[config.mk]
export PLATFORM = sky130hd
export DESIGN_NAME = adaptive_step_power_adjuster
export DESIGN_NICKNAME = d
export VERILOG_FILES = /design/src/aspa_pkg.sv /design/src/adaptive_step_power_adjuster.sv /design/src/aspa_regs.sv /design/src/aspa_ctrl.sv /design/src/aspa_dpath.sv
export VERILOG_INCLUDE_DIRS = /design/src /design/src/src
export SDC_FILE = /design/constraint.sdc
export NUM_CORES = 1
export LEC_CHECK = 0
export ABC_AREA = 0
export BUFFER_PORTS_ARGS = -buffer_cell sky130_fd_sc_hd__buf_2
export CAP_MARGIN = 40
export CORE_MARGIN = 2
export CORE_UTILIZATION = 55
export DETAILED_ROUTE_END_ITERATION = 10
export GPL_TIMING_DRIVEN = 0
export MAX_ROUTING_LAYER = met4
export PLACE_DENSITY = 0.74
export SLEW_MARGIN = 20
export SYNTH_ARGS = -nofsm -noshare
export SYNTH_HDL_FRONTEND = slang
export SYNTH_SLANG_ARGS = --single-unit
[constraint.sdc]
create_clock -name clk -period 10.4 [get_ports clk]
set_input_delay 2.08 -clock clk [delete_from_list [all_inputs] [get_ports clk]]
set_output_delay 2.08 -clock clk [all_outputs]
set_load 0.05 [all_outputs]
[src/assert_macros.svh]
// assertion macros shared by the rtl
`ifndef ASSERT_MACROS_SVH
`define ASSERT_MACROS_SVH

`ifndef SYNTHESIS

// same-cycle implication
`define ASSERT_IMPLY(label, clk, rst_n, ante, cons) \
	label: assert property (@(posedge clk) disable iff (!rst_n) (ante) |-> (cons)) \
		else $error("same-cycle implication failed");

// next-cycle implication
`define ASSERT_NEXT(label, clk, rst_n, ante, cons) \
	label: assert property (@(posedge clk) disable iff (!rst_n) (ante) |=> (cons)) \
		else $error("next-cycle implication failed");

`else

`define ASSERT_IMPLY(label, clk, rst_n, ante, cons)
`define ASSERT_NEXT(label, clk, rst_n, ante, cons)

`endif

`endif

[src/aspa_pkg.sv]
`default_nettype none

package aspa_pkg;

	localparam int STEP_W = 8;
	localparam int LVL_W  = 8;
	localparam int CNT_W  = 8;
	localparam int CMD_W  = 3;
	localparam int ADDR_W = 5;
	localparam int DATA_W = 32;

	// command codes
	localparam logic [CMD_W-1:0] CMD_INC        = 3'd0;
	localparam logic [CMD_W-1:0] CMD_DEC        = 3'd1;
	localparam logic [CMD_W-1:0] CMD_OFF        = 3'd2;
	localparam logic [CMD_W-1:0] CMD_FULL       = 3'd3;
	localparam logic [CMD_W-1:0] CMD_LOAD_POWER = 3'd4;
	localparam logic [CMD_W-1:0] CMD_LOAD_STEP  = 3'd5;

	// register indexes
	localparam logic [2:0] REG_STEP_MIN    = 3'd0;
	localparam logic [2:0] REG_STEP_MAX    = 3'd1;
	localparam logic [2:0] REG_STEP_FACTOR = 3'd2;
	localparam logic [2:0] REG_COUNT_LIMIT = 3'd3;
	localparam logic [2:0] REG_POWER_CEIL  = 3'd4;
	localparam logic [2:0] REG_POWER_IDLE  = 3'd5;
	localparam logic [2:0] REG_BYPASS      = 3'd6;

	// reset values
	localparam logic [STEP_W-1:0] STEP_MIN_RST    = 8'd1;
	localparam logic [STEP_W-1:0] STEP_MAX_RST    = 8'd64;
	localparam logic [STEP_W-1:0] STEP_FACTOR_RST = 8'd2;
	localparam logic [CNT_W-1:0]  COUNT_LIMIT_RST = 8'd3;
	localparam logic [LVL_W-1:0]  POWER_CEIL_RST  = 8'd255;
	localparam logic [LVL_W-1:0]  POWER_IDLE_RST  = 8'd0;
	localparam logic [STEP_W-1:0] STEP_RST        = 8'd16;

	typedef enum logic [1:0] {
		DIR_NONE = 2'd0,
		DIR_UP   = 2'd1,
		DIR_DOWN = 2'd2
	} dir_t;

	typedef struct packed {
		logic [CMD_W-1:0] cmd;
		logic [7:0]       operand;
	} cmd_item_t;

	typedef struct packed {
		logic [LVL_W-1:0]  power_level;
		logic [STEP_W-1:0] step_size;
		logic              accepted;
	} res_item_t;

	typedef struct packed {
		logic [STEP_W-1:0] step_min;
		logic [STEP_W-1:0] step_max;
		logic [STEP_W-1:0] step_factor;
		logic [CNT_W-1:0]  count_limit;
		logic [LVL_W-1:0]  power_ceiling;
		logic [LVL_W-1:0]  power_idle;
		logic              bypass_bounds;
	} cfg_t;

	// controller to datapath
	typedef struct packed {
		logic load;
		logic exec;
		logic mul;
		logic div_start;
		logic div_iter;
		logic div_end;
		logic apply;
		logic res_write;
	} dp_cmd_t;

	// datapath to controller
	typedef struct packed {
		logic is_move;
		logic rev_hit;
	} dp_stat_t;

	function automatic logic step_in_bounds(input logic [STEP_W-1:0] v, input cfg_t c);
		step_in_bounds = c.bypass_bounds || ((v >= c.step_min) && (v <= c.step_max));
	endfunction

endpackage

`default_nettype wire

[src/adaptive_step_power_adjuster.sv]
`default_nettype none

// Adaptive-step heater power regulator. Each command transfer (increase,
// decrease, off, full, load power, load step) yields exactly one result
// transfer carrying the new power level, the current step and an accepted
// flag. Repeats in one direction grow the step by step_factor, reversals
// shrink it, each after count_limit events; steps outside [step_min,
// step_max] are refused unless bypass_bounds is set. Commands are handled one
// at a time by a small sequencer: off, full and both loads run exec and done;
// a move runs exec, multiply, apply and done, and one that shrinks the step
// adds divide start, iterate and end, the restoring divider giving one
// quotient bit per cycle. A new command is taken as soon as the sequencer is
// back in idle, even while the previous result still waits in the output
// register. Registers sit on an APB-style port, one per word; the user
// must write them only while no command is in flight; nothing enforces it.

`include "assert_macros.svh"

module adaptive_step_power_adjuster (
	input  wire logic                        clk,
	input  wire logic                        arst_n,
	// apb register port
	input  wire logic                        psel,
	input  wire logic                        penable,
	input  wire logic                        pwrite,
	input  wire logic [aspa_pkg::ADDR_W-1:0] paddr,
	input  wire logic [aspa_pkg::DATA_W-1:0] pwdata,
	output logic      [aspa_pkg::DATA_W-1:0] prdata,
	output logic                             pready,
	// command channel
	input  wire logic                        cmd_valid,
	output logic                             cmd_ready,
	input  wire aspa_pkg::cmd_item_t         cmd_item,
	// result channel
	output logic                             res_valid,
	input  wire logic                        res_ready,
	output aspa_pkg::res_item_t              res_item
);
	import aspa_pkg::*;

	cfg_t     cfg;
	dp_cmd_t  dcmd;
	dp_stat_t stat;

	// no wait states on the register port
	assign pready = 1'b1;

	// configuration registers and read mux
	aspa_regs u_regs (
		.clk     (clk),
		.arst_n  (arst_n),
		.psel    (psel),
		.penable (penable),
		.pwrite  (pwrite),
		.paddr   (paddr),
		.pwdata  (pwdata),
		.prdata  (prdata),
		.cfg     (cfg)
	);

	// sequencer: sequences exec, multiply, divide and apply steps
	aspa_ctrl u_ctrl (
		.clk       (clk),
		.arst_n    (arst_n),
		.cmd_valid (cmd_valid),
		.cmd_ready (cmd_ready),
		.res_valid (res_valid),
		.res_ready (res_ready),
		.stat      (stat),
		.dcmd      (dcmd)
	);

	// level, step, direction, counters, divider and result register
	aspa_dpath u_dpath (
		.clk      (clk),
		.arst_n   (arst_n),
		.cfg      (cfg),
		.cmd_item (cmd_item),
		.dcmd     (dcmd),
		.stat     (stat),
		.res_item (res_item)
	);

	// a command transfer always leaves the sequencer busy next cycle
	`ASSERT_NEXT(a_busy_after_cmd, clk, arst_n, cmd_valid && cmd_ready, !cmd_ready)
	// a fresh result is only posted on the way back to idle
	`ASSERT_IMPLY(a_idle_on_result, clk, arst_n, $rose(res_valid), cmd_ready)
	// the result register is only loaded when it is free
	`ASSERT_IMPLY(a_result_free, clk, arst_n, dcmd.res_write, !res_valid || res_ready)

endmodule

`default_nettype wire

[src/aspa_regs.sv]
`default_nettype none

module aspa_regs (
	input  wire logic                       clk,
	input  wire logic                       arst_n,
	input  wire logic                       psel,
	input  wire logic                       penable,
	input  wire logic                       pwrite,
	input  wire logic [aspa_pkg::ADDR_W-1:0] paddr,
	input  wire logic [aspa_pkg::DATA_W-1:0] pwdata,
	output logic      [aspa_pkg::DATA_W-1:0] prdata,
	output aspa_pkg::cfg_t                  cfg
);
	import aspa_pkg::*;

	cfg_t       cfg_q;
	logic       wr_en;
	logic [2:0] idx;

	assign wr_en = psel && penable && pwrite;
	assign idx   = paddr[4:2];
	assign cfg   = cfg_q;

	always_ff @(posedge clk or negedge arst_n) begin
		if (!arst_n) begin
			cfg_q.step_min      <= STEP_MIN_RST;
			cfg_q.step_max      <= STEP_MAX_RST;
			cfg_q.step_factor   <= STEP_FACTOR_RST;
			cfg_q.count_limit   <= COUNT_LIMIT_RST;
			cfg_q.power_ceiling <= POWER_CEIL_RST;
			cfg_q.power_idle    <= POWER_IDLE_RST;
			cfg_q.bypass_bounds <= 1'b0;
		end else if (wr_en) begin
			unique case (idx)
				REG_STEP_MIN:    cfg_q.step_min      <= pwdata[7:0];
				REG_STEP_MAX:    cfg_q.step_max      <= pwdata[7:0];
				REG_STEP_FACTOR: cfg_q.step_factor   <= pwdata[7:0];
				REG_COUNT_LIMIT: cfg_q.count_limit   <= pwdata[7:0];
				REG_POWER_CEIL:  cfg_q.power_ceiling <= pwdata[7:0];
				REG_POWER_IDLE:  cfg_q.power_idle    <= pwdata[7:0];
				REG_BYPASS:      cfg_q.bypass_bounds <= pwdata[0];
				default: ;
			endcase
		end
	end

	always_comb begin
		prdata = '0;
		unique case (idx)
			REG_STEP_MIN:    prdata[7:0] = cfg_q.step_min;
			REG_STEP_MAX:    prdata[7:0] = cfg_q.step_max;
			REG_STEP_FACTOR: prdata[7:0] = cfg_q.step_factor;
			REG_COUNT_LIMIT: prdata[7:0] = cfg_q.count_limit;
			REG_POWER_CEIL:  prdata[7:0] = cfg_q.power_ceiling;
			REG_POWER_IDLE:  prdata[7:0] = cfg_q.power_idle;
			REG_BYPASS:      prdata[0]   = cfg_q.bypass_bounds;
			default: ;
		endcase
	end

endmodule

`default_nettype wire

[src/aspa_ctrl.sv]
`default_nettype none

module aspa_ctrl (
	input  wire logic               clk,
	input  wire logic               arst_n,
	input  wire logic               cmd_valid,
	output logic                    cmd_ready,
	output logic                    res_valid,
	input  wire logic               res_ready,
	input  wire aspa_pkg::dp_stat_t stat,
	output aspa_pkg::dp_cmd_t       dcmd
);
	import aspa_pkg::*;

	localparam int ITER_W = $clog2(STEP_W);

	typedef enum logic [2:0] {
		ST_IDLE,
		ST_EXEC,
		ST_MUL,
		ST_DSTART,
		ST_DITER,
		ST_DEND,
		ST_APPLY,
		ST_DONE
	} state_t;

	state_t              state_q;
	logic [ITER_W-1:0]   iter_q;
	logic                res_valid_q;
	logic                res_free;

	assign cmd_ready = (state_q == ST_IDLE);
	assign res_valid = res_valid_q;
	assign res_free  = !res_valid_q || res_ready;

	always_comb begin
		dcmd           = '0;
		dcmd.load      = (state_q == ST_IDLE) && cmd_valid;
		dcmd.exec      = (state_q == ST_EXEC);
		dcmd.mul       = (state_q == ST_MUL);
		dcmd.div_start = (state_q == ST_DSTART);
		dcmd.div_iter  = (state_q == ST_DITER);
		dcmd.div_end   = (state_q == ST_DEND);
		dcmd.apply     = (state_q == ST_APPLY);
		dcmd.res_write = (state_q == ST_DONE) && res_free;
	end

	always_ff @(posedge clk or negedge arst_n) begin
		if (!arst_n) begin
			state_q     <= ST_IDLE;
			iter_q      <= '0;
			res_valid_q <= 1'b0;
		end else begin
			if (dcmd.res_write) begin
				res_valid_q <= 1'b1;
			end else if (res_ready) begin
				res_valid_q <= 1'b0;
			end
			unique case (state_q)
				ST_IDLE: begin
					if (cmd_valid) state_q <= ST_EXEC;
				end
				ST_EXEC: begin
					state_q <= stat.is_move ? ST_MUL : ST_DONE;
				end
				ST_MUL: begin
					state_q <= stat.rev_hit ? ST_DSTART : ST_APPLY;
				end
				ST_DSTART: begin
					iter_q  <= '0;
					state_q <= ST_DITER;
				end
				ST_DITER: begin
					iter_q <= iter_q + 1'b1;
					if (iter_q == ITER_W'(STEP_W - 1)) state_q <= ST_DEND;
				end
				ST_DEND: begin
					state_q <= ST_APPLY;
				end
				ST_APPLY: begin
					state_q <= ST_DONE;
				end
				ST_DONE: begin
					if (res_free) state_q <= ST_IDLE;
				end
				default: state_q <= ST_IDLE;
			endcase
		end
	end

endmodule

`default_nettype wire

[src/aspa_dpath.sv]
`default_nettype none

module aspa_dpath (
	input  wire logic                clk,
	input  wire logic                arst_n,
	input  wire aspa_pkg::cfg_t      cfg,
	input  wire aspa_pkg::cmd_item_t cmd_item,
	input  wire aspa_pkg::dp_cmd_t   dcmd,
	output aspa_pkg::dp_stat_t       stat,
	output aspa_pkg::res_item_t      res_item
);
	import aspa_pkg::*;

	logic [CMD_W-1:0]  cmd_q;
	logic [7:0]        opnd_q;
	logic [LVL_W-1:0]  level_q;
	logic [STEP_W-1:0] step_q;
	dir_t              dir_q;
	logic [CNT_W-1:0]  same_q;
	logic [CNT_W-1:0]  rev_q;
	logic              same_hit_q;
	logic              rev_hit_q;
	logic              ok_q;
	logic              acc_q;
	logic [STEP_W:0]   rem_q;
	logic [STEP_W-1:0] quo_q;
	res_item_t         res_q;

	dir_t                dir_new;
	logic                is_move;
	logic [CNT_W-1:0]    same_n;
	logic [CNT_W-1:0]    rev_n;
	logic [2*STEP_W-1:0] prod;
	logic [STEP_W-1:0]   prod_lo;
	logic [STEP_W:0]     shifted;
	logic [STEP_W+1:0]   diff;
	logic [LVL_W:0]      sum_up;

	assign is_move = (cmd_q == CMD_INC) || (cmd_q == CMD_DEC);
	assign dir_new = (cmd_q == CMD_INC) ? DIR_UP : DIR_DOWN;
	assign same_n  = same_q + CNT_W'(dir_q == dir_new);
	assign rev_n   = rev_q + CNT_W'((dir_q != dir_new) && (dir_q != DIR_NONE));
	assign prod    = step_q * cfg.step_factor;
	assign prod_lo = prod[STEP_W-1:0];
	// restoring divider, one quotient bit a cycle
	assign shifted = {rem_q[STEP_W-1:0], quo_q[STEP_W-1]};
	assign diff    = {1'b0, shifted} - {2'b00, cfg.step_factor};
	assign sum_up  = {1'b0, level_q} + {1'b0, step_q};

	assign stat.is_move = is_move;
	assign stat.rev_hit = rev_hit_q;
	assign res_item     = res_q;

	always_ff @(posedge clk or negedge arst_n) begin
		if (!arst_n) begin
			level_q <= POWER_IDLE_RST;
			step_q  <= STEP_RST;
			dir_q   <= DIR_NONE;
			same_q  <= '0;
			rev_q   <= '0;
		end else begin
			if (dcmd.exec) begin
				if (is_move) begin
					dir_q  <= dir_new;
					same_q <= (same_n >= cfg.count_limit) ? '0 : same_n;
					rev_q  <= (rev_n >= cfg.count_limit) ? '0 : rev_n;
				end else begin
					case (cmd_q) inside
						CMD_OFF, CMD_FULL, CMD_LOAD_POWER: begin
							dir_q  <= DIR_NONE;
							same_q <= '0;
							rev_q  <= '0;
							if (cmd_q == CMD_OFF) begin
								level_q <= cfg.power_idle;
							end else if (cmd_q == CMD_FULL) begin
								level_q <= cfg.power_ceiling;
							end else begin
								level_q <= opnd_q;
							end
						end
						CMD_LOAD_STEP: begin
							if (step_in_bounds(opnd_q, cfg)) step_q <= opnd_q;
						end
						default: ;
					endcase
				end
			end
			if (dcmd.mul && same_hit_q && step_in_bounds(prod_lo, cfg)) begin
				step_q <= prod_lo;
			end
			if (dcmd.div_end && step_in_bounds(quo_q, cfg)) begin
				step_q <= quo_q;
			end
			if (dcmd.apply && ok_q) begin
				if (dir_q == DIR_UP) begin
					if (sum_up <= {1'b0, cfg.power_ceiling}) level_q <= sum_up[LVL_W-1:0];
				end else if (level_q >= step_q) begin
					level_q <= level_q - step_q;
				end
			end
		end
	end

	// payload and per-command scratch, no reset needed
	always_ff @(posedge clk) begin
		if (dcmd.load) begin
			cmd_q  <= cmd_item.cmd;
			opnd_q <= cmd_item.operand;
		end
		if (dcmd.exec) begin
			same_hit_q <= is_move && (same_n >= cfg.count_limit);
			rev_hit_q  <= is_move && (rev_n >= cfg.count_limit);
			ok_q       <= 1'b1;
			case (cmd_q) inside
				CMD_OFF, CMD_FULL, CMD_LOAD_POWER: acc_q <= 1'b1;
				CMD_LOAD_STEP: acc_q <= step_in_bounds(opnd_q, cfg);
				default: acc_q <= 1'b0;
			endcase
		end
		if (dcmd.mul && same_hit_q) begin
			ok_q <= step_in_bounds(prod_lo, cfg);
		end
		if (dcmd.div_start) begin
			rem_q <= '0;
			quo_q <= step_q;
		end
		if (dcmd.div_iter) begin
			if (!diff[STEP_W+1]) begin
				rem_q <= diff[STEP_W:0];
				quo_q <= {quo_q[STEP_W-2:0], 1'b1};
			end else begin
				rem_q <= shifted;
				quo_q <= {quo_q[STEP_W-2:0], 1'b0};
			end
		end
		if (dcmd.div_end) begin
			ok_q <= step_in_bounds(quo_q, cfg);
		end
		if (dcmd.apply) begin
			if (!ok_q) begin
				acc_q <= 1'b0;
			end else if (dir_q == DIR_UP) begin
				acc_q <= (sum_up <= {1'b0, cfg.power_ceiling});
			end else begin
				acc_q <= (level_q >= step_q);
			end
		end
		if (dcmd.res_write) begin
			res_q.power_level <= level_q;
			res_q.step_size   <= step_q;
			res_q.accepted    <= acc_q;
		end
	end

endmodule

`default_nettype wire
## Yosys cells after proc, flatten, opt, wreduce, memory -nomap -nowiden

Index checks and enable logic that the tools add are counted.
Widths: inputs -> output; s select.

- Add/subtract/negate cells: 6
- Multipliers: 1
- Order comparisons: 10
- Eq/ne operators: 27
- Muxes and demuxes: 50
- Reduce and logical (&&, ||, !) cells: 43

Operator list:

| cell | number |
|---|---|
| $mux 8 | 26 |
| $ge 8x8->1 | 6 |
| $pmux 7 s6 | 1 |
| $eq 3x3->1 const B | 10 |
| $le 8x8->1 | 3 |
| $pmux 3 s8 | 1 |
| $eq 3x2->1 const B | 6 |
| $add 8x1->8 | 2 |
| $reduce_and 2->1 | 8 |
| $mux 3 | 5 |
| $logic_and 1x1->1 | 14 |
| $mux 1 | 12 |
| $reduce_bool 3->1 | 4 |
| $reduce_bool 2->1 | 5 |
| $sub 9x8->10 | 1 |
| $add 8x8->9 | 1 |
| $eq 3x1->1 const B | 3 |
| $le 9x8->1 | 1 |
| $logic_not 3->1 | 3 |
| $mul 8x8->8 | 1 |
| $sub 8x8->8 | 1 |
| $pmux 1 s7 | 1 |
| $mux 2 | 3 |
| $pmux 3 s2 | 1 |
| 13 further kinds | 18 |

- Register bits: 138
- Input port bits: 55
- Output and inout port bits: 52
- Logic and storage cells: 163

## Logic depth before layout (Yosys ltp)

Gate-level depths: netlist of the first run.

- Word-level depth: 10
- Mapped depth: 24
- Depth with buffers taken out: 22

## Modules after synthesis

Synthesis of the first run repeated with hierarchy kept, for this count alone.

- Cells, all modules: 1038
- Area, all modules: 10535.1 µm²

By module, submodules not included:

| module | instances | cells an instance | area an instance (µm²) | seq. area each (µm²) |
|---|---|---|---|---|
| aspa_dpath | 1 | 795 | 7473.4 | 2293.4 |
| aspa_regs | 1 | 191 | 2506.2 | 1242.4 |
| aspa_ctrl | 1 | 50 | 544.3 | 175.2 |
| adaptive_step_power_adjuster | 1 | 2 | 11.3 | 0.0 |

## Worst setup path before layout of the first run

No wires, ideal clock.

- Path type: input to output
- Start point: input paddr[3] (netlist bit)
- End point: output prdata[4] (netlist bit)
- Arrival: 4.014 ns
- Data required time: 8.320 ns
- Slack: 4.306 ns
- Stages: 3
- Buffers on the path: 1
- Cell sequence: buf_1 -> mux4_2 -> o21ai_0

- Cells in the longest elaborated chain, start to end: 2
- Elaborated cells between the ends (all ways): 7

RTL lines:

| item | line | source |
|---|---|---|
| start, declared | adaptive_step_power_adjuster.sv:26 | `input wire logic [aspa_pkg::ADDR_W-1:0] paddr,` |
| $eq 3x3->1 (tied with other cells) | aspa_regs.sv:49 | `unique case (idx)` |
| $pmux 7 s6 (*) | aspa_regs.sv:49 |  |
| end, declared | adaptive_step_power_adjuster.sv:28 | `output logic [aspa_pkg::DATA_W-1:0] prdata,` |

Every way passes the cells marked *; elsewhere a longest branch is shown, timed or not.

## Worst setup path after layout of the first run

- Start point: register u_dpath.step_q[0]
- End point: register u_dpath.step_q[7]

- Cells in the longest elaborated chain, start to end: 7
- Elaborated cells between the ends (all ways): 14

RTL lines:

| item | line | source |
|---|---|---|
| start, declared | aspa_dpath.sv:17 | `logic [STEP_W-1:0] step_q;` |
| start signal, assigned | aspa_dpath.sv:82 | `if (step_in_bounds(opnd_q, cfg)) step_q <= opnd_q;` |
| start signal, assigned | aspa_dpath.sv:89 | `step_q <= prod_lo;` |
| start signal, assigned | aspa_dpath.sv:92 | `step_q <= quo_q;` |
| $mul 8x8->8 (*) | aspa_dpath.sv:43 | `assign prod = step_q * cfg.step_factor;` |
| $ge 8x8->1 / $le 8x8->1 (equally long branches) | aspa_pkg.sv:84 | `step_in_bounds = c.bypass_bounds \|\| ((v >= c.step_min) && (v <= c.step_max));` |
| $logic_and 1x1->1 | aspa_pkg.sv:84 |  |
| $logic_or 1x1->1 | aspa_pkg.sv:84 |  |
| $logic_and 1x1->1 | aspa_dpath.sv:88 | `if (dcmd.mul && same_hit_q && step_in_bounds(prod_lo, cfg)) begin` |
| $ne 3x3->1 (no line) (tied with other cells) | -- |  |
| $reduce_and 5->1 (no line) / $mux 8 (equally long branches) | -- |  |

Marked as above.
A chain may end at the register's enable or synchronous reset.

==> results of run 1 <==
==> layout make-up <==
type / count / area [um2] / share of cell area
sequential: 138 / 3710 / 0.321
buffer: 60 / 333 / 0.0288
tap: 229 / 287 / 0.0248
inverter: 94 / 353 / 0.0305
clock inverter: 9 / 111 / 0.00964
clock buffer: 23 / 500 / 0.0433
multi-input combinational: 791 / 5940 / 0.514
timing repair buffer: 57 / 320 / 0.0277
==> state kept, by name, indices dropped and copies added, names as in the netlist <==
name,flops
u_ctrl.iter_q,3
u_ctrl.res_valid,1
u_ctrl.state_q,3
u_dpath.acc_q,1
u_dpath.cmd_q,3
u_dpath.dir_q,2
u_dpath.level_q,8
u_dpath.ok_q,1
u_dpath.opnd_q,8
u_dpath.quo_q,8
u_dpath.rem_q,8
u_dpath.res_item,17
u_dpath.rev_hit_q,1
u_dpath.rev_q,8
u_dpath.same_hit_q,1
u_dpath.same_q,8
u_dpath.step_q,8
u_regs.cfg,49
==> cells by family after synthesis <==
family / count (synthesis)
adder cells (fa/ha/maj): 133
buffers and inverters: 154
multiplexers: 65
flip-flops: 138
AO/OA/AOI/OAI: 246
AND/OR/NAND/NOR: 280
other: 2
XOR/XNOR: 42
==> layer usage <==
| layer | share of wire | vias up | GRT usage |
|---|---|---|---|
| met1 | 0.45 | 3952 | 0.408 |
| met3 | 0.065 | 57 | 0.0492 |
| met4 | 0.030 | 0 | 0.105 |
| met5 | 0 | - | - |
| met2 | 0.46 | 337 | 0.453 |
| li1 | - | 3931 | - |
==> placed cells by master (no fill, tap or decap), types with 25 or more instances in the layout <==
master and count:
a21oi_1 48, buf_2 58, buf_4 25, clkbuf_1 27, conb_1 25, dfrtp_1 76
edfxtp_1 48, ha_1 118, inv_1 93, mux2_2 36, mux2i_1 27, nand2_1 87
nor2_1 82, o21ai_0 67, xnor2_1 28
==> through the flow <==
stage	instance area [um2]	hold slack, ps	instances	utilization
3_3_place_gp	10900	403	1366	0.600
6_report	11600	422	1401	0.637
3_5_place_dp	10900	410	1367	0.602
4_1_cts	11500	425	1399	0.636
2_1_floorplan	10300	400	1083	-
5_1_grt	11600	432	1401	0.637
==> worst max-delay path by stage <==
stage	startpoint	endpoint	slack, ps
2_1_floorplan	paddr[3]	prdata[4]	4310
3_3_place_gp	u_dpath.step_q[0]	u_dpath.step_q[7]	4240
3_5_place_dp	u_dpath.step_q[0]	u_dpath.step_q[7]	4230
4_1_cts	u_dpath.step_q[0]	u_dpath.step_q[7]	4190
5_1_grt	u_dpath.step_q[0]	u_dpath.step_q[7]	3840
6_report	u_dpath.step_q[0]	u_dpath.step_q[7]	4120
==> worst register-to-register path: stages (launching register included) <==
cell	delay (ps)
dfrtp_1	410
clkbuf_1	420
nand2_1	150
fa_1	430
inv_1	90
fa_1	400
ha_1	290
inv_1	50
fa_1	540
inv_1	50
ha_1	330
a21o_1	210
a21oi_1	220
xnor2_1	110
xnor2_1	410
ha_1	330
inv_1	70
o22ai_1	60
nor4b_1	270
o211a_2	310
nand2_1	100
and3_1	180
clkbuf_1	180
a221o_1	390
a22o_1	180
==> results.sh, run 1 <==
export IMPL_reg2regPathDepth=24
export IMPL_clockRootBuffer="clkbuf_16"
export IMPL_dpl_hpwl_um=20900
export IMPL_fp_row_count=49
export IMPL_required_ps=10720
export IMPL_vias=8277
export IMPL_synth_xor_xnor_area_share=0.0359
export IMPL_design_portCount=107
export IMPL_worstPathCellList="clkbuf_1, nand2_1, fa_1, inv_1, fa_1, ha_1, inv_1, fa_1, inv_1, ha_1, a21o_1, a21oi_1, xnor2_1, xnor2_1, ha_1, inv_1, o22ai_1, nor4b_1, o211a_2, nand2_1, and3_1, clkbuf_1, a221o_1, a22o_1"
export IMPL_ys_warn_count=0
export IMPL_syn_area_um2=10200
export IMPL_rsz0062_at_grt="no"
export IMPL_nFillCells=1558
export IMPL_fp_dieH_um=140
export IMPL_clockBufferDepth=2
export IMPL_hold_viol=0
export IMPL_synth_most_common_cell="ha_1"
export IMPL_drtIter0Drc=694
export IMPL_drc_errors=0
export IMPL_path_common_cell="inv_1"
export IMPL_end_kind="flop"
export IMPL_synthCells=1060
export IMPL_detailedPlace_worstSlack_ps=4230
export IMPL_worstPathArrival_ps=6610
export IMPL_grt_start_max_net_pins=67
export IMPL_yosys_top_cells_area="dfrtp_1 (19%), ha_1 (14%), edfxtp_1 (14%), mux2_2 (4.0%), dfstp_2 (3.6%)"
export IMPL_hold_path_class="reg -> reg"
export IMPL_postCtsSetupBuffers=0
export IMPL_synth_mux_area_frac=0.0703
export IMPL_gp_congestion=0.942
export IMPL_timing_critical_path_buf_inv=6
export IMPL_drive_gt1_frac=0.159
export IMPL_r2r_end="u_dpath.step_q[7]"
export IMPL_critPathSlowestCell="fa_1"
export IMPL_status="completed"
export IMPL_yosysUniqueCellTypes=75
export IMPL_hold_path_startpoint="u_dpath.acc_q"
export IMPL_die_w_um=140
export IMPL_slew_headroom=0.473
export IMPL_skew_ps=10.1
export IMPL_fin_nets=1347
export IMPL_synth_top_area_frac=0.186
export IMPL_async_reset_ff_frac=0.652
export IMPL_cp_start_kind="flop"
export IMPL_hold_depth=0
export IMPL_synth_seq_cells=138
export IMPL_ys_seq_area_frac=0.362
export IMPL_worstSetupPathType="reg -> reg"
export IMPL_synth_largest_area_cell="dfrtp_1"
export IMPL_grt_pass1_wl_um=43500
export IMPL_ys_dominant_reg_cell="dfrtp_1"
export IMPL_area_delta_synth_final_pct=12.8
export IMPL_worst_slack_ps=4120
export IMPL_min_period_ps=6280
export IMPL_antenna_found_initial=0
export IMPL_start_util=0.565
export IMPL_worst_path_stages=24
export IMPL_io_buffers=54
export IMPL_r2r_slack_ps=4120
export IMPL_final_antenna_net_count=0
export IMPL_overflow=0
export IMPL_yosys_area_share_simple=0.130
export IMPL_wl_um=27700
export IMPL_synthAdderAreaFrac=0.173
export IMPL_fin_tns_setup_ps=0
export IMPL_crit_fanout=10
export IMPL_die_area_um2=19700
export IMPL_slowest_delay_ps=540
export IMPL_tightest_slew_ps=788
export IMPL_synth_top_family_by_area="adder cells"
export IMPL_fin_crit_sh=0.604
export IMPL_max_freq_ghz=0.159
export IMPL_grt_use_total=0.298
export IMPL_setup_viol=0
export IMPL_synth_compound_area_share=0.160
export IMPL_syn_avg_cell_area_um2=9.66
export IMPL_grt_pass1_vias=7868
export IMPL_clk_pin_slew_ps=60
export IMPL_cpLargestDelayFamily="adder cells"
export IMPL_vias_per_cell=5.91
export IMPL_cts_buffers_inserted=17
export IMPL_worstReg2RegStart="u_dpath.step_q[0]"
export IMPL_core_area_um2=18100
export IMPL_whs_endpoint="u_dpath.res_item[0]"
export IMPL_cts_sinks=138
export IMPL_synth_edff_count=48
export IMPL_cts_htree_levels=4
export IMPL_drv_cap=0
export IMPL_slew_violations=0
export IMPL_tritoncts="yes"
export IMPL_yosys_top_cells_count="ha_1 (118), inv_1 (93), nand2_1 (87), nor2_1 (83), dfrtp_1 (76)"
export IMPL_wl_per_cell_um=19.8
export IMPL_cts_hold_buffers=0
export IMPL_first_pass_iters=6
export IMPL_antenna_cells=0
export IMPL_clk_latency_ps=440
export IMPL_cts_repair_resized=0
Power of run 1 is left out: the tool's default activity adds up to more than one toggle a clock period on the data nets, which glitch-free logic cannot reach.
==> run 2: changes to the inputs <==
==> constraint.sdc (replaced) <==
create_clock -name clk -period 5.9 [get_ports clk]
set_input_delay 1.18 -clock clk [delete_from_list [all_inputs] [get_ports clk]]
set_output_delay 1.18 -clock clk [all_outputs]
set_load 0.05 [all_outputs]
==> run 2 against run 1 <==
Sequential share of layout area is 0.12 points lower. Core utilization is 0.34 points higher. Register-to-register slack worse by 3900 ps. Routed wire length is 0.48% higher. Fmax is 9.9% higher. Die area stayed put. Global-route usage hardly changed. Setup slack worse by 3900 ps.
==> results.sh, run 2 (same netlist as run 1, synthesis figures left out) <==
export IMPL_gp_congestion=0.942
export IMPL_worstSetupPathType="reg -> reg"
export IMPL_grt_start_max_net_pins=67
export IMPL_fp_dieH_um=140
export IMPL_vias_per_cell=5.92
export IMPL_die_w_um=140
export IMPL_timing_critical_path_buf_inv=5
export IMPL_wl_met1_um=12400
export IMPL_hold_path_class="reg -> reg"
export IMPL_core_area_um2=18100
export IMPL_hold_path_startpoint="u_dpath.acc_q"
export IMPL_wl_per_cell_um=19.8
export IMPL_drtIter0Drc=674
export IMPL_largest_reg_flops=49
export IMPL_grt_use_total=0.298
export IMPL_dpl_hpwl_um=20900
export IMPL_min_period_ps=5710
export IMPL_drv_cap=0
export IMPL_met3_length_um=1960
export IMPL_grt_pass1_vias=7889
export IMPL_top_layer="met4"
export IMPL_io_buffers=54
export IMPL_drc_errors=0
export IMPL_final_core_util=0.640
export IMPL_setup_viol=0
export IMPL_grt_pass1_wl_um=43500
export IMPL_fp_row_count=49
export IMPL_cp_start_kind="flop"
export IMPL_die_area_um2=19700
export IMPL_critPathSlowestCell="dfstp_2"
export IMPL_worst_slack_ps=185
export IMPL_area_delta_synth_final_pct=13.4
export IMPL_hold_depth=0
export IMPL_mostFrequentLayoutCells="ha_1 (118), inv_1 (92), nand2_1 (87)"
export IMPL_tightest_slew_ps=756
export IMPL_hold_viol=0
export IMPL_cts_sinks=138
export IMPL_vias=8311
export IMPL_end_kind="flop"
export IMPL_mostFrequentLayoutCell="ha_1"
export IMPL_cts_buffers_inserted=17
export IMPL_r2r_slack_ps=190
export IMPL_status="completed"
export IMPL_whs_endpoint="u_dpath.res_item[0]"
export IMPL_slew_headroom=0.490
export IMPL_max_freq_ghz=0.175
export IMPL_path_common_cell="inv_1"
export IMPL_wl_um=27800
export IMPL_fin_nets=1350
export IMPL_fin_tns_setup_ps=0
export IMPL_cpLargestDelayFamily="adder cells"
export IMPL_tritoncts="yes"
export IMPL_cts_hold_buffers=0
export IMPL_fin_crit_sh=0.969
export IMPL_antenna_cells=0
export IMPL_design_portCount=107
export IMPL_antenna_found_initial=0
export IMPL_clockRootBuffer="clkbuf_16"
export IMPL_skew_ps=9.73
export IMPL_worstReg2RegStart="u_dpath.step_q[4]"
export IMPL_slew_violations=0
export IMPL_clk_latency_ps=440
export IMPL_start_util=0.565
export IMPL_met2_length_um=12500
export IMPL_final_antenna_net_count=0
export IMPL_overflow=0
export IMPL_crit_fanout=7
export IMPL_drive_gt1_frac=0.170
export IMPL_first_pass_iters=5
export IMPL_worstPathCellList="nand2_1, fa_1, inv_1, ha_1, fa_1, inv_1, fa_1, inv_1, ha_1, a21oi_2, xnor2_1, xnor2_2, ha_1, inv_1, o22ai_1, nor4b_2, o211a_2, nand2_1, and3_1, clkbuf_1, a221o_1, a22o_1"
export IMPL_reg2regPathDepth=22
export IMPL_stdcell_area_um2=11600
export IMPL_worstPathArrival_ps=6040
export IMPL_clockBufferDepth=2
export IMPL_clk_pin_slew_ps=60
export IMPL_slowest_delay_ps=610
export IMPL_detailedPlace_worstSlack_ps=-265
export IMPL_required_ps=6220
export IMPL_dpl_cell_area_um2=10900
export IMPL_cts_htree_levels=4
export IMPL_r2r_end="u_dpath.step_q[7]"
run 2: cell count changes in the layout (fill, tap and decap cells not counted), sizes merged:
cell / previous run / this run
buf: 92 / 96
clkbuf: 48 / 47
inv: 94 / 93
clkinvlp: 2 / 3
run 2: worst max-delay path by stage:
stage,from,endpoint,slack [ps],cells past startpoint
floorplan,u_dpath.step_q[1],u_dpath.step_q[7],520,22
global placement,u_dpath.step_q[0],u_dpath.step_q[7],-260,24
detailed placement,u_dpath.step_q[0],u_dpath.step_q[7],-270,24
CTS,u_dpath.step_q[2],u_dpath.step_q[7],4,22
global route,u_regs.cfg[28],u_dpath.step_q[7],-10,22
finish,u_dpath.step_q[4],u_dpath.step_q[7],190,22
run 2: area by class of cell:
class                      count  area (um2)
buffer                        60         337
tap                          229         287
sequential                   138        3720
inverter                      94         357
clock inverter                 9         111
timing repair buffer          60         343
clock buffer                  23         500
fill                        1547        6530
multi-input combinational    791        5960
run 2: through the flow:
stage	cells	hold slack [ps]
final	1404	422
after global routing	1404	432
after CTS	1400	425
after detailed placement	1367	410
after global placement	1366	403
after floorplan	1083	400
run 2: layer usage:
metal	up-vias	track usage
met4	0	0.105
met1	3955	0.408
met3	62	0.0492
met2	360	0.454
li1	3934	-
met5	-	-
run 2: repair_timing:
| action | 4_1_cts | 5_1_grt |
|---|---|---|
| gates resized for setup | 6 | 7 |
| pin swaps | 0 | 2 |
| buffers inserted | 1 | 2 |
| setup endpoints to repair | 8 | 8 |
Power of run 2 is left out for the same reason.
